File: src/lqpm_pkg.sv
package lqpm_pkg;

	// Width of the entry index fields on the ports
	localparam int unsigned FIELD_W = 5;
	localparam int unsigned FUNC_W = 3;
	localparam int unsigned ENTRIES_DEF = 32;

	typedef enum logic [FUNC_W-1:0] {
		FN_ALLOC   = 3'd0,
		FN_RELEASE = 3'd1,
		FN_ENQUEUE = 3'd2,
		FN_DEQUEUE = 3'd3,
		FN_UNLINK  = 3'd4,
		FN_PEEK    = 3'd5
	} func_t;

endpackage

File: src/lqpm_ram.sv
module lqpm_ram #(
	parameter int unsigned WIDTH = 11,
	parameter int unsigned DEPTH = 32
) (
	input  logic                     clk,
	input  logic                     we,
	input  logic [$clog2(DEPTH)-1:0] waddr,
	input  logic [WIDTH-1:0]         wdata,
	input  logic [$clog2(DEPTH)-1:0] raddr,
	output logic [WIDTH-1:0]         rdata
);

	logic [WIDTH-1:0] mem [DEPTH];

	always_ff @(posedge clk) begin
		if (we) begin
			mem[waddr] <= wdata;
		end
		rdata <= mem[raddr];
	end

endmodule

File: src/linked_queue_pool_manager.sv
// Linked queue pool manager: circular doubly linked queues over one link RAM.
// Each link update is a read then a write-back; an output stall holds the result back.
// Throughput: one word at a time; the next word is taken once the sequencer is idle.
// Reset: asynchronous; all entries on the free list in index order, no clearing pass.
module linked_queue_pool_manager #(
	parameter int unsigned ENTRIES = lqpm_pkg::ENTRIES_DEF
) (
	input  logic                          clk,
	input  logic                          arst_n,
	// input channel
	input  logic                          in_valid,
	output logic                          in_stall,
	input  logic [lqpm_pkg::FUNC_W-1:0]   func,
	input  logic [lqpm_pkg::FIELD_W-1:0]  queue_tail,
	input  logic                          queue_nonempty,
	input  logic [lqpm_pkg::FIELD_W-1:0]  entry,
	input  logic                          entry_valid,
	// output channel
	output logic                          out_valid,
	input  logic                          out_stall,
	output logic [lqpm_pkg::FIELD_W-1:0]  found_entry,
	output logic                          found_valid,
	output logic [lqpm_pkg::FIELD_W-1:0]  new_tail,
	output logic                          new_nonempty
);

	localparam int unsigned IW = (ENTRIES > 1) ? $clog2(ENTRIES) : 1;
	// RAM word: {linked flag, prev link, next link}
	localparam int unsigned WW = 2 * IW + 1;
	localparam int unsigned FW = lqpm_pkg::FIELD_W;

	typedef enum logic [4:0] {
		ST_IDLE, ST_DISP, ST_HEAD, ST_PEEK,
		ST_I1, ST_I2, ST_I3, ST_I4, ST_I5,
		ST_R0, ST_R1, ST_R2, ST_R3, ST_R4, ST_R5, ST_R6, ST_R7,
		ST_FIN
	} state_t;

	state_t            state_q;
	logic [lqpm_pkg::FUNC_W-1:0] func_q;
	logic [FW-1:0]     tail_q;      // caller queue tail
	logic              ne_q;        // caller queue non-empty
	logic [FW-1:0]     ent_q;
	logic              ent_v_q;
	logic              use_free_q;  // operation works on the free list
	logic [IW-1:0]     ftail_q;
	logic              fne_q;
	logic [IW-1:0]     p_q, n_q, v_q;
	logic [IW-1:0]     found_q;
	logic              fvalid_q;

	// output register
	logic              out_valid_q;
	logic [FW-1:0]     found_out_q;
	logic              fvalid_out_q;
	logic [FW-1:0]     tail_out_q;
	logic              ne_out_q;

	// link RAM and per-entry written bits (unwritten entries read as reset value)
	logic [ENTRIES-1:0] vld_q;
	logic               rd_vld_s1;
	logic [IW-1:0]      rd_addr_s1;
	logic [IW-1:0]      rd_addr;
	logic               mem_we;
	logic [IW-1:0]      mem_waddr;
	logic [WW-1:0]      mem_wdata;
	logic [WW-1:0]      ram_rdata;
	logic [WW-1:0]      rword;
	logic [IW-1:0]      r_next, r_prev;
	logic               r_flag;
	logic [IW-1:0]      rst_next, rst_prev;

	logic [IW-1:0]      sel_t;
	logic               sel_ne;
	logic               ent_ok, q_ok, is_remove, in_acc, out_acc;
	logic               fin_go;

	function automatic logic [WW-1:0] mk_word(logic f, logic [IW-1:0] pv, logic [IW-1:0] nx);
		return {f, pv, nx};
	endfunction

	lqpm_ram #(.WIDTH(WW), .DEPTH(2 ** IW)) u_ram (
		.clk   (clk),
		.we    (mem_we),
		.waddr (mem_waddr),
		.wdata (mem_wdata),
		.raddr (rd_addr),
		.rdata (ram_rdata)
	);

	// reset contents of the entry just read
	always_comb begin
		rst_next = (32'(rd_addr_s1) + 1 >= ENTRIES) ? '0 : IW'(32'(rd_addr_s1) + 1);
		rst_prev = (rd_addr_s1 == '0) ? IW'(ENTRIES - 1) : IW'(32'(rd_addr_s1) - 1);
		rword    = rd_vld_s1 ? ram_rdata : mk_word(1'b1, rst_prev, rst_next);
		r_next   = rword[IW-1:0];
		r_prev   = rword[2*IW-1:IW];
		r_flag   = rword[2*IW];
	end

	assign sel_t  = use_free_q ? ftail_q : IW'(tail_q);
	assign sel_ne = use_free_q ? fne_q : ne_q;
	assign ent_ok = ent_v_q && (32'(ent_q) < ENTRIES);
	assign q_ok   = !ne_q || (32'(tail_q) < ENTRIES);
	assign is_remove = (func_q == lqpm_pkg::FN_UNLINK);
	assign in_acc  = in_valid && !in_stall;
	assign out_acc = out_valid_q && !out_stall;
	// result moves into the output register this cycle
	assign fin_go  = (state_q == ST_FIN) && (!out_valid_q || !out_stall);

	assign in_stall     = (state_q != ST_IDLE);
	assign out_valid    = out_valid_q;
	assign found_entry  = found_out_q;
	assign found_valid  = fvalid_out_q;
	assign new_tail     = tail_out_q;
	assign new_nonempty = ne_out_q;

	// read address per step
	always_comb begin
		unique case (state_q)
			ST_DISP: rd_addr = is_remove ? p_q : sel_t;
			ST_I2:   rd_addr = n_q;
			ST_R0:   rd_addr = p_q;
			ST_R2:   rd_addr = v_q;
			ST_R4:   rd_addr = n_q;
			ST_R6:   rd_addr = p_q;
			default: rd_addr = sel_t;
		endcase
	end

	// write-back per step
	always_comb begin
		mem_we    = 1'b0;
		mem_waddr = p_q;
		mem_wdata = mk_word(1'b1, p_q, p_q);
		unique case (state_q)
			ST_DISP: begin
				// insert into an empty queue: entry links to itself
				mem_we = !is_remove && (func_q == lqpm_pkg::FN_RELEASE ||
					(func_q == lqpm_pkg::FN_ENQUEUE && q_ok)) && ent_ok && !sel_ne;
			end
			ST_I1: begin
				mem_we    = 1'b1;
				mem_wdata = mk_word(1'b1, sel_t, r_next);
			end
			ST_I3: begin
				mem_we    = 1'b1;
				mem_waddr = n_q;
				mem_wdata = mk_word(r_flag, p_q, r_next);
			end
			ST_I5: begin
				mem_we    = 1'b1;
				mem_waddr = sel_t;
				mem_wdata = mk_word(r_flag, r_prev, p_q);
			end
			ST_R1: begin
				// lone entry: only its flag drops
				mem_we    = r_flag && r_next == p_q && r_prev == p_q;
				mem_wdata = mk_word(1'b0, r_prev, r_next);
			end
			ST_R3: begin
				mem_we    = 1'b1;
				mem_waddr = v_q;
				mem_wdata = mk_word(r_flag, r_prev, n_q);
			end
			ST_R5: begin
				mem_we    = 1'b1;
				mem_waddr = n_q;
				mem_wdata = mk_word(r_flag, v_q, r_next);
			end
			ST_R7: begin
				mem_we    = 1'b1;
				mem_wdata = mk_word(1'b0, r_prev, r_next);
			end
			default: mem_we = 1'b0;
		endcase
	end

	always_ff @(posedge clk or negedge arst_n) begin
		if (!arst_n) begin
			state_q      <= ST_IDLE;
			vld_q        <= '0;
			ftail_q      <= IW'(ENTRIES - 1);
			fne_q        <= 1'b1;
			out_valid_q  <= 1'b0;
			rd_vld_s1    <= 1'b0;
			rd_addr_s1   <= '0;
			func_q       <= '0;
			tail_q       <= '0;
			ne_q         <= 1'b0;
			ent_q        <= '0;
			ent_v_q      <= 1'b0;
			use_free_q   <= 1'b0;
			p_q          <= '0;
			n_q          <= '0;
			v_q          <= '0;
			found_q      <= '0;
			fvalid_q     <= 1'b0;
			found_out_q  <= '0;
			fvalid_out_q <= 1'b0;
			tail_out_q   <= '0;
			ne_out_q     <= 1'b0;
		end else begin
			rd_vld_s1  <= vld_q[rd_addr];
			rd_addr_s1 <= rd_addr;
			if (mem_we) begin
				vld_q[mem_waddr] <= 1'b1;
			end
			if (out_acc && !fin_go) begin
				out_valid_q <= 1'b0;
			end

			unique case (state_q)
				ST_IDLE: begin
					if (in_acc) begin
						func_q     <= func;
						tail_q     <= queue_tail;
						ne_q       <= queue_nonempty;
						ent_q      <= entry;
						ent_v_q    <= entry_valid;
						p_q        <= IW'(entry);
						use_free_q <= (func == lqpm_pkg::FN_ALLOC) ||
							(func == lqpm_pkg::FN_RELEASE);
						found_q    <= '0;
						fvalid_q   <= 1'b0;
						state_q    <= ST_DISP;
					end
				end
				ST_DISP: begin
					unique case (func_q)
						lqpm_pkg::FN_ALLOC:
							state_q <= fne_q ? ST_HEAD : ST_FIN;
						lqpm_pkg::FN_RELEASE, lqpm_pkg::FN_ENQUEUE: begin
							if (!ent_ok || (func_q == lqpm_pkg::FN_ENQUEUE && !q_ok)) begin
								state_q <= ST_FIN;
							end else if (!sel_ne) begin
								if (use_free_q) begin
									ftail_q <= p_q;
									fne_q   <= 1'b1;
								end else begin
									tail_q <= FW'(p_q);
									ne_q   <= 1'b1;
								end
								state_q <= ST_FIN;
							end else begin
								state_q <= ST_I1;
							end
						end
						lqpm_pkg::FN_DEQUEUE:
							state_q <= (ne_q && q_ok) ? ST_HEAD : ST_FIN;
						lqpm_pkg::FN_UNLINK:
							state_q <= (ent_ok && q_ok && ne_q) ? ST_R1 : ST_FIN;
						lqpm_pkg::FN_PEEK:
							state_q <= (ne_q && q_ok) ? ST_PEEK : ST_FIN;
						default:
							state_q <= ST_FIN;
					endcase
				end
				ST_PEEK: begin
					found_q  <= r_next;
					fvalid_q <= 1'b1;
					state_q  <= ST_FIN;
				end
				ST_HEAD: begin
					p_q     <= r_next;
					state_q <= ST_R0;
				end
				ST_I1: begin
					n_q     <= r_next;
					state_q <= ST_I2;
				end
				ST_I2: state_q <= ST_I3;
				ST_I3: state_q <= ST_I4;
				ST_I4: state_q <= ST_I5;
				ST_I5: begin
					if (use_free_q) begin
						ftail_q <= p_q;
					end else begin
						tail_q <= FW'(p_q);
					end
					state_q <= ST_FIN;
				end
				ST_R0: state_q <= ST_R1;
				ST_R1: begin
					if (!r_flag) begin
						state_q <= ST_FIN;
					end else if (r_next == p_q && r_prev == p_q) begin
						if (use_free_q) begin
							fne_q <= 1'b0;
						end else begin
							ne_q <= 1'b0;
						end
						found_q  <= p_q;
						fvalid_q <= 1'b1;
						state_q  <= ST_FIN;
					end else begin
						n_q     <= r_next;
						v_q     <= r_prev;
						state_q <= ST_R2;
					end
				end
				ST_R2: state_q <= ST_R3;
				ST_R3: state_q <= ST_R4;
				ST_R4: state_q <= ST_R5;
				ST_R5: begin
					if (sel_t == p_q) begin
						if (use_free_q) begin
							ftail_q <= v_q;
						end else begin
							tail_q <= FW'(v_q);
						end
					end
					state_q <= ST_R6;
				end
				ST_R6: state_q <= ST_R7;
				ST_R7: begin
					found_q  <= p_q;
					fvalid_q <= 1'b1;
					state_q  <= ST_FIN;
				end
				ST_FIN: begin
					// hand over once the output register is free
					if (fin_go) begin
						out_valid_q  <= 1'b1;
						found_out_q  <= FW'(found_q);
						fvalid_out_q <= fvalid_q;
						tail_out_q   <= tail_q;
						ne_out_q     <= ne_q;
						state_q      <= ST_IDLE;
					end
				end
				default: state_q <= ST_IDLE;
			endcase
		end
	end

	// a pending result is never overwritten
	a_no_overwrite: assert property (@(posedge clk) disable iff (!arst_n)
		(state_q == ST_FIN && out_valid_q && out_stall) |=> (state_q == ST_FIN))
		else $error("result overwritten while stalled");

	// link RAM is only written while a word is in progress
	a_we_busy: assert property (@(posedge clk) disable iff (!arst_n)
		mem_we |-> (state_q != ST_IDLE && state_q != ST_FIN))
		else $error("link write outside an operation");

	// an accepted word starts decoding next cycle
	a_acc_disp: assert property (@(posedge clk) disable iff (!arst_n)
		(in_valid && !in_stall) |=> (state_q == ST_DISP))
		else $error("accepted word not dispatched");

	// a null result carries index zero
	a_null_zero: assert property (@(posedge clk) disable iff (!arst_n)
		(out_valid_q && !fvalid_out_q) |-> (found_out_q == '0))
		else $error("null result with nonzero index");

endmodule

File: config.mk
export PLATFORM = sky130hd
export DESIGN_NAME = linked_queue_pool_manager
export DESIGN_NICKNAME = d
export VERILOG_FILES = /design/src/lqpm_pkg.sv /design/src/lqpm_ram.sv /design/src/linked_queue_pool_manager.sv
export SDC_FILE = /design/constraint.sdc
export NUM_CORES = 1
export LEC_CHECK = 0
export BUFFER_PORTS_ARGS = -buffer_cell sky130_fd_sc_hd__buf_4
export CAP_MARGIN = 5
export CORE_AREA = 2 2 200 202
export DETAILED_ROUTE_END_ITERATION = 10
export DIE_AREA = 0 0 202 204
export PLACE_DENSITY_LB_ADDON = 0.1
export SLEW_MARGIN = 20
export SYNTH_ARGS = -nofsm -noshare
export SYNTH_HDL_FRONTEND = slang
export SYNTH_SLANG_ARGS = --single-unit
File: constraint.sdc
create_clock -name clk -period 10.49 [get_ports clk]
set_clock_uncertainty 0.05 [all_clocks]
set_input_delay 2.098 -clock clk [delete_from_list [all_inputs] [get_ports clk]]
set_output_delay 2.098 -clock clk [all_outputs]
set_load 0.05 [all_outputs]
Word level (Yosys, flattened, before mapping):

Memories as Yosys holds them, arrays and structs flattened. A register that Yosys moved wholly into a read port is not among the register bits.
Index checks and enable logic that the tools add are counted.

* register bits after elaboration: 94
* bits in writable memories: 352
* output and inout port bits: 14
* memories: 1
* word-level logic and storage cells: 201
* input bits: 19

* reductions and logical operators: 54
* bitwise logic cells: 2
* muxes and demuxes: 76
* magnitude comparators: 4
* $add $sub $neg: 2
* eq/ne operators: 41

Memory list
* u_ram.mem: words 32, bits a word 11, rd ports 1, clocked after memory_dff 1, write ports 1, line lqpm_ram.sv:13 `logic [WIDTH-1:0] mem [DEPTH];`

Operators with widths (count)
* 5-bit 2-to-1 mux: 33
* 5-bit case mux with 16 select lines: 1
* 11-bit case mux with 6 select lines: 1
* 5-bit case mux with 4 select lines: 3
* 5-bit by 4-bit == test with 1-bit output, second input constant: 8
* 32-bit by 6-bit >= comparator with 1-bit output, second input constant: 1
* 32-bit OR: 1
* 5-bit case mux with 3 select lines: 2
* 2-bit != test, second input constant: 14
* 1-bit 2-to-1 mux: 26
* 5-bit case mux with 5 select lines: 1
* 5-bit by 3-bit == test with 1-bit output, second input constant: 4
* 5-bit case mux with 2 select lines: 2
* 5-bit == test: 3
* 1-bit logical AND: 12
* 5-bit by 6-bit < comparator with 1-bit output, second input constant: 2
* 2-bit OR reduction: 6
* 11-bit 2-to-1 mux: 1
* 5-bit by 2-bit == test with 1-bit output, second input constant: 2
* 5-bit == test, second input constant: 2
* 5-bit zero test: 2
* 1-bit case mux with 3 select lines: 3
* 9-bit AND reduction: 1
* 3-bit nonzero test: 3
* 26 further kinds: 45

Logic depth before layout (Yosys ltp):

* depth in word-level cells: 10
* depth in mapped cells: 11
* mapped depth without buffers: 9

Cells and area by module:

A second synthesis with hierarchy kept.

* cell total of the unflattened synthesis: 1441
* area, all modules: 19977.9 µm²

By module, submodules not included
* lqpm_ram: cells each 801, times used 1, area an instance 14192.4 µm², seq. area each 10790.3 µm²
* linked_queue_pool_manager: cells each 640, times used 1, area an instance 5785.5 µm², seq. area each 2359.8 µm²

Least setup slack after synthesis:

No wires, ideal clock.

* path type: reg-to-reg
* start point: reg rd_addr_s1[0]
* end point: mem u_ram.mem[0][7] (data pin)
* period minus slack after synthesis: 4.153 ns
* buffers on the path: 0
* data required time: 9.825 ns
* setup time: 0.615 ns
* arrival time: 3.488 ns
* cell stages (with the launch flop): 7
* path slack: 6.337 ns
* path through: dfrtp_1 > inv_1 > ha_1 > or3b_1 > a21oi_1 > mux2i_1 > o311ai_0

* word-level cells in the longest chain between the ends: 4
* elaborated cells on any way between the ends: 5
* classes of those cells: 1 x add/sub; 3 x mux; 1 x reduce/logical

RTL lines
* start, declared: line linked_queue_pool_manager.sv:62 `logic [IW-1:0] rd_addr_s1;`
* start signal, assigned: line linked_queue_pool_manager.sv:205 `rd_addr_s1 <= rd_addr;`
* 5-bit by 1-bit subtractor with 5-bit output / 5-bit zero test (equally long branches): line linked_queue_pool_manager.sv:94 `rst_prev = (rd_addr_s1 == '0) ? IW'(ENTRIES - 1) : IW'(32'(rd_addr_s1) - 1);`
* 5-bit 2-to-1 mux (*): line linked_queue_pool_manager.sv:94
* 11-bit 2-to-1 mux (*): line linked_queue_pool_manager.sv:95 `rword = rd_vld_s1 ? ram_rdata : mk_word(1'b1, rst_prev, rst_next);`
* 11-bit case mux with 6 select lines (*): line linked_queue_pool_manager.sv:136 `unique case (state_q)`
* via mem_wdata[7]: line linked_queue_pool_manager.sv:66 `logic [WW-1:0] mem_wdata;`
* end, declared: line lqpm_ram.sv:13

The timed path passes the listed nets; every way through them passes the cells marked *.

Worst setup path after layout:

* start point: reg state_q[0]
* end point: reg u_ram.rdata[9] (read register of u_ram.mem)

* word-level cells in the longest chain between the ends: 3
* elaborated cells on any way between the ends: 9
* classes of those cells: 6 x eq/ne; 1 x mux; 2 x reduce/logical

RTL lines
* start, declared: line linked_queue_pool_manager.sv:39 `state_t state_q;`
* start signal, assigned: line linked_queue_pool_manager.sv:232 `state_q <= fne_q ? ST_HEAD : ST_FIN;`
* start signal, assigned: line linked_queue_pool_manager.sv:250 `state_q <= (ne_q && q_ok) ? ST_HEAD : ST_FIN;`
* start signal, assigned: line linked_queue_pool_manager.sv:252 `state_q <= (ent_ok && q_ok && ne_q) ? ST_R1 : ST_FIN;`
* 5-bit by 4-bit == test with 1-bit output / 5-bit by 3-bit == test with 1-bit output (equally long branches): line linked_queue_pool_manager.sv:120 `unique case (state_q)`
* 2-bit OR reduction (no source line)
* 5-bit case mux with 4 select lines (*): line linked_queue_pool_manager.sv:120
* end, declared: line lqpm_ram.sv:10 `output logic [WIDTH-1:0] rdata`

Every way passes the cells marked *; elsewhere a longest branch is shown, timed or not.
A chain may end at the register's enable or synchronous reset.

==> impl_metrics.csv <==
group,metric,value,unit
outcome,status,"finished, final reports clean",
placement,hpwlAfterDp,36.0,mm
routing,drc,0,
placement,postPlaceCellArea,21700,um2
routing,dr.pass1.iters,5,
yosys,syn_inst,1703,
floorplan,dieArea,41200,um2
cells_and_area,multi_input_area,7260,um2
yosys,synth.most_common_cell,"edfxtp_1",
routing,routedWlPerCell,27.6,um
yosys,synth_top_cell_by_area,"edfxtp_1",
routing,routed_via_density,6.87,
job,maxCapViolCount,0,
worst_setup_path,worst_ep_required_time,10.96,ns
cells_and_area,utilization,59.5,%
clock_tree,post_cts_resized,0,
clock_tree,clk_pin_slew_worst_paths,0.06,ns
floorplan,die_w,202,um
routing,vias,15276,
grt,globalRouteMet1Util,43.2,%
clock_tree,numCtsBuffers,49,
placement,dpl.cell_count,2130,
yosys,ys_top_cells_by_count,"352 x edfxtp_1, 204 x o21ai_0, 115 x nand3_1, 90 x clkbuf_1",
routing,finalWirelength,61.3,mm
floorplan,io_pins,33,
yosys,synth.distinct_cells,85,
timing,timing.fmax,198,MHz
yosys,ys_async_sr_fraction,20.6,%
timing,period_minus_slack,5.04,ns
timing,grt_setup_unrepaired,"false",
worst_setup_path,critPathArrivalTime,5.51,ns
floorplan,die_h,204,um
power_and_ir_drop,seq_power_share,32.4,%
clock_tree,clock_sinks,457,
grt,antenna_found_initial,5,
power_and_ir_drop,power_density,367,nW/um2
clock_tree,cts_buffer_depth,3,
routing,drt_iter0_markers,1962,
routing,drt.antenna.violating_nets,0,
cells_and_area,n_antenna_cell,0,
power_and_ir_drop,p_leak,7.69,nW
cells_and_area,layout.nets,1678,
yosys,netlist_top_cells_area,"edfxtp_1 50%, dfrtp_1 10%, o21ai_0 4.8%",
placement,place_congestion,0.892,
grt,grt_max_degree,106,
cells_and_area,register_area,13200,um2
placement,io_buffers,32,
floorplan,start_util,54.0,%
grt,grtUsageMet3,4.61,%
power_and_ir_drop,p_sw,3.71,mW
yosys,syn_nets,1725,
grt,overflow,0,
cells_and_area,fin_cells,2222,
timing,final_hold_viol_count,0,
timing,finalSetupTns,0,ns
grt,busiest_layer,"met2",
timing,maxSlewHeadroom,23.3,%
worst_setup_path,critPathCaptureType,"flop",
cells_and_area,fillers,3111,
timing,maxSlewViolCount,0,
timing,hold_slack,0.414,ns
clock_tree,cts_tree,"yes",
power_and_ir_drop,p_int,4.84,mW
cells_and_area,areaGrowthSynthToFinish,10.2,%
cells_and_area,drive_above_1_share,14.2,%
timing,fin_crit_sh,48.0,%
clock_tree,cts_setup_buffers,0,
yosys,syn_area_per_cell,12.4,um2
worst_setup_path,path_max_fanout,105,
floorplan,rows,73,
min_path,min_path_type,"flop to flop",
power_and_ir_drop,pwr-share-comb,47.2,%
clock_tree,cts-root-buf,"clkbuf_16",
clock_tree,htreeDepth,2,
power_and_ir_drop,swShare,43.4,%
grt,grt_pass1_wl,92.5,mm
cells_and_area,fin_area,23300,um2
worst_setup_path,critical_path_class,"flop to flop",
yosys,syn_area,21200,um2
yosys,synth-seq-cells,457,
floorplan,core-area,39200,um2
timing,setup_viol,0,
yosys,synth_top_area_share,49.9,%
grt,grt_use_total,29.7,%
power_and_ir_drop,irDropWorstVdd,0.210,mV
yosys,synth.yosys.seq_area_share,62.1,%
worst_setup_path,startpoint_type,"flop",
clock_tree,clk_latency,0.59,ns
power_and_ir_drop,pwr-share-clk,20.4,%
clock_tree,hold_buffers,0,
timing,max_slew.worst_pin.slew,1.15,ns
grt,grt_pass1_vias,14406,
yosys,synth_ff_type,"edfxtp_1",
yosys,synth_edf_count,352,
yosys,yosysWarnings,0,
grt,gr-usage-met2,45.8,%
cell families (layout without fill, tap and decap cells):
kind of cell / after synthesis / in the layout / share of synthesized area [%]
AOI/OAI and AO/OA: 616 / 616 / 21.6
DFF: 457 / 457 / 62.1
and+or+nand+nor: 363 / 363 / 8.79
buffers and inverters: 203 / 197 / 4.26
muxes: 51 / 51 / 2.70
xor gates and xnor gates: 10 / 10 / 0.414
adders and majority gates: 3 / 3 / 0.177
cells in the final DEF, fill, tap and decap left out, types with 16 or more instances in the layout:
cell type and instances:
nor3_1 18, a32o_1 88, nor2_2 21, dfrtp_1 88, o21bai_1 24, and3_1 19, o21ai_0 201, nand3_1 115
a21boi_0 19, inv_1 34, clkbuf_16 51, mux2i_1 17, mux2_2 29, o32ai_1 16, a22oi_1 57, edfxtp_1 352
buf_4 69, a21oi_1 27, a311oi_1 88, nand2_1 74, nor2_1 42
power groups by stage:
stage | sequential, mW | combinational [mW] | clock (mW)
floorplan | 2.75 | 2.64 | 0
global placement | 2.80 | 3.90 | 0
detailed placement | 2.80 | 3.95 | 0
CTS | 2.77 | 3.96 | 1.77
global route | 2.80 | 4.30 | 1.84
finish | 2.77 | 4.03 | 1.75
cell type report:
type / count / share of cell area (%)
inverter: 36 / 0.579
tap: 525 / 2.82
sequential: 457 / 56.4
timing repair buffer: 69 / 2.22
multi-input combinational: 1043 / 31.1
clock inverter: 24 / 1.07
clock buffer: 68 / 5.83
flip-flops by register name, summed over array words and instances, names as in the netlist, 3 cells and up:
signal and cells:
p_q 5, u_ram.rdata 11, tail_q 5, new_tail 5
vld_q 32, state_q 5, u_ram.mem 352, n_q 5
v_q 5, rd_addr_s1 5, found_entry 5, found_q 5
func_q 3, ftail_q 5
through the flow:
stage                     worst slack (ns)  total power [mW]
after floorplan                       6.34              5.39
after global placement                5.71              6.69
after detailed placement              5.62              6.75
after CTS                             5.58              8.50
after global routing                  5.24              8.94
final                                 5.45              8.56
worst paths after layout:
| check | to | start | slack, ns | depth (start not counted) |
|---|---|---|---|---|
| max in group asynchronous | rd_vld_s1 | arst_n | 7.69 | 2 |
| max | u_ram.rdata[9] | state_q[0] | 5.45 | 9 |
| min | vld_q[20] | vld_q[20] | 0.41 | 2 |
| min in group asynchronous | use_free_q | arst_n | 1.45 | 1 |
| min reg2reg | vld_q[20] | vld_q[20] | 0.41 | 2 |
| max reg2reg | u_ram.rdata[9] | state_q[0] | 5.45 | 9 |
worst max-delay path, stage by stage, from the launching register on:
cell and delay, ns:
dfrtp_1 0.85, nor2b_1 0.35, o221a_4 0.35, nand2b_4 0.29
buf_4 0.90, buf_4 0.83, a311oi_1 0.20, a32o_1 0.31
a22oi_1 0.47, and4_1 0.25
routing by layer:
| metal | part of all wire, % | up-vias | wire [um] |
|---|---|---|---|
| met5 | 0 | - | 0 |
| li1 | - | 6699 | - |
| met1 | 42 | 7722 | 26000 |
| met3 | 7.8 | 119 | 4770 |
| met2 | 46 | 736 | 28500 |
| met4 | 3.3 | 0 | 2050 |
No activity file was read; power rests on OpenSTA's default activity.
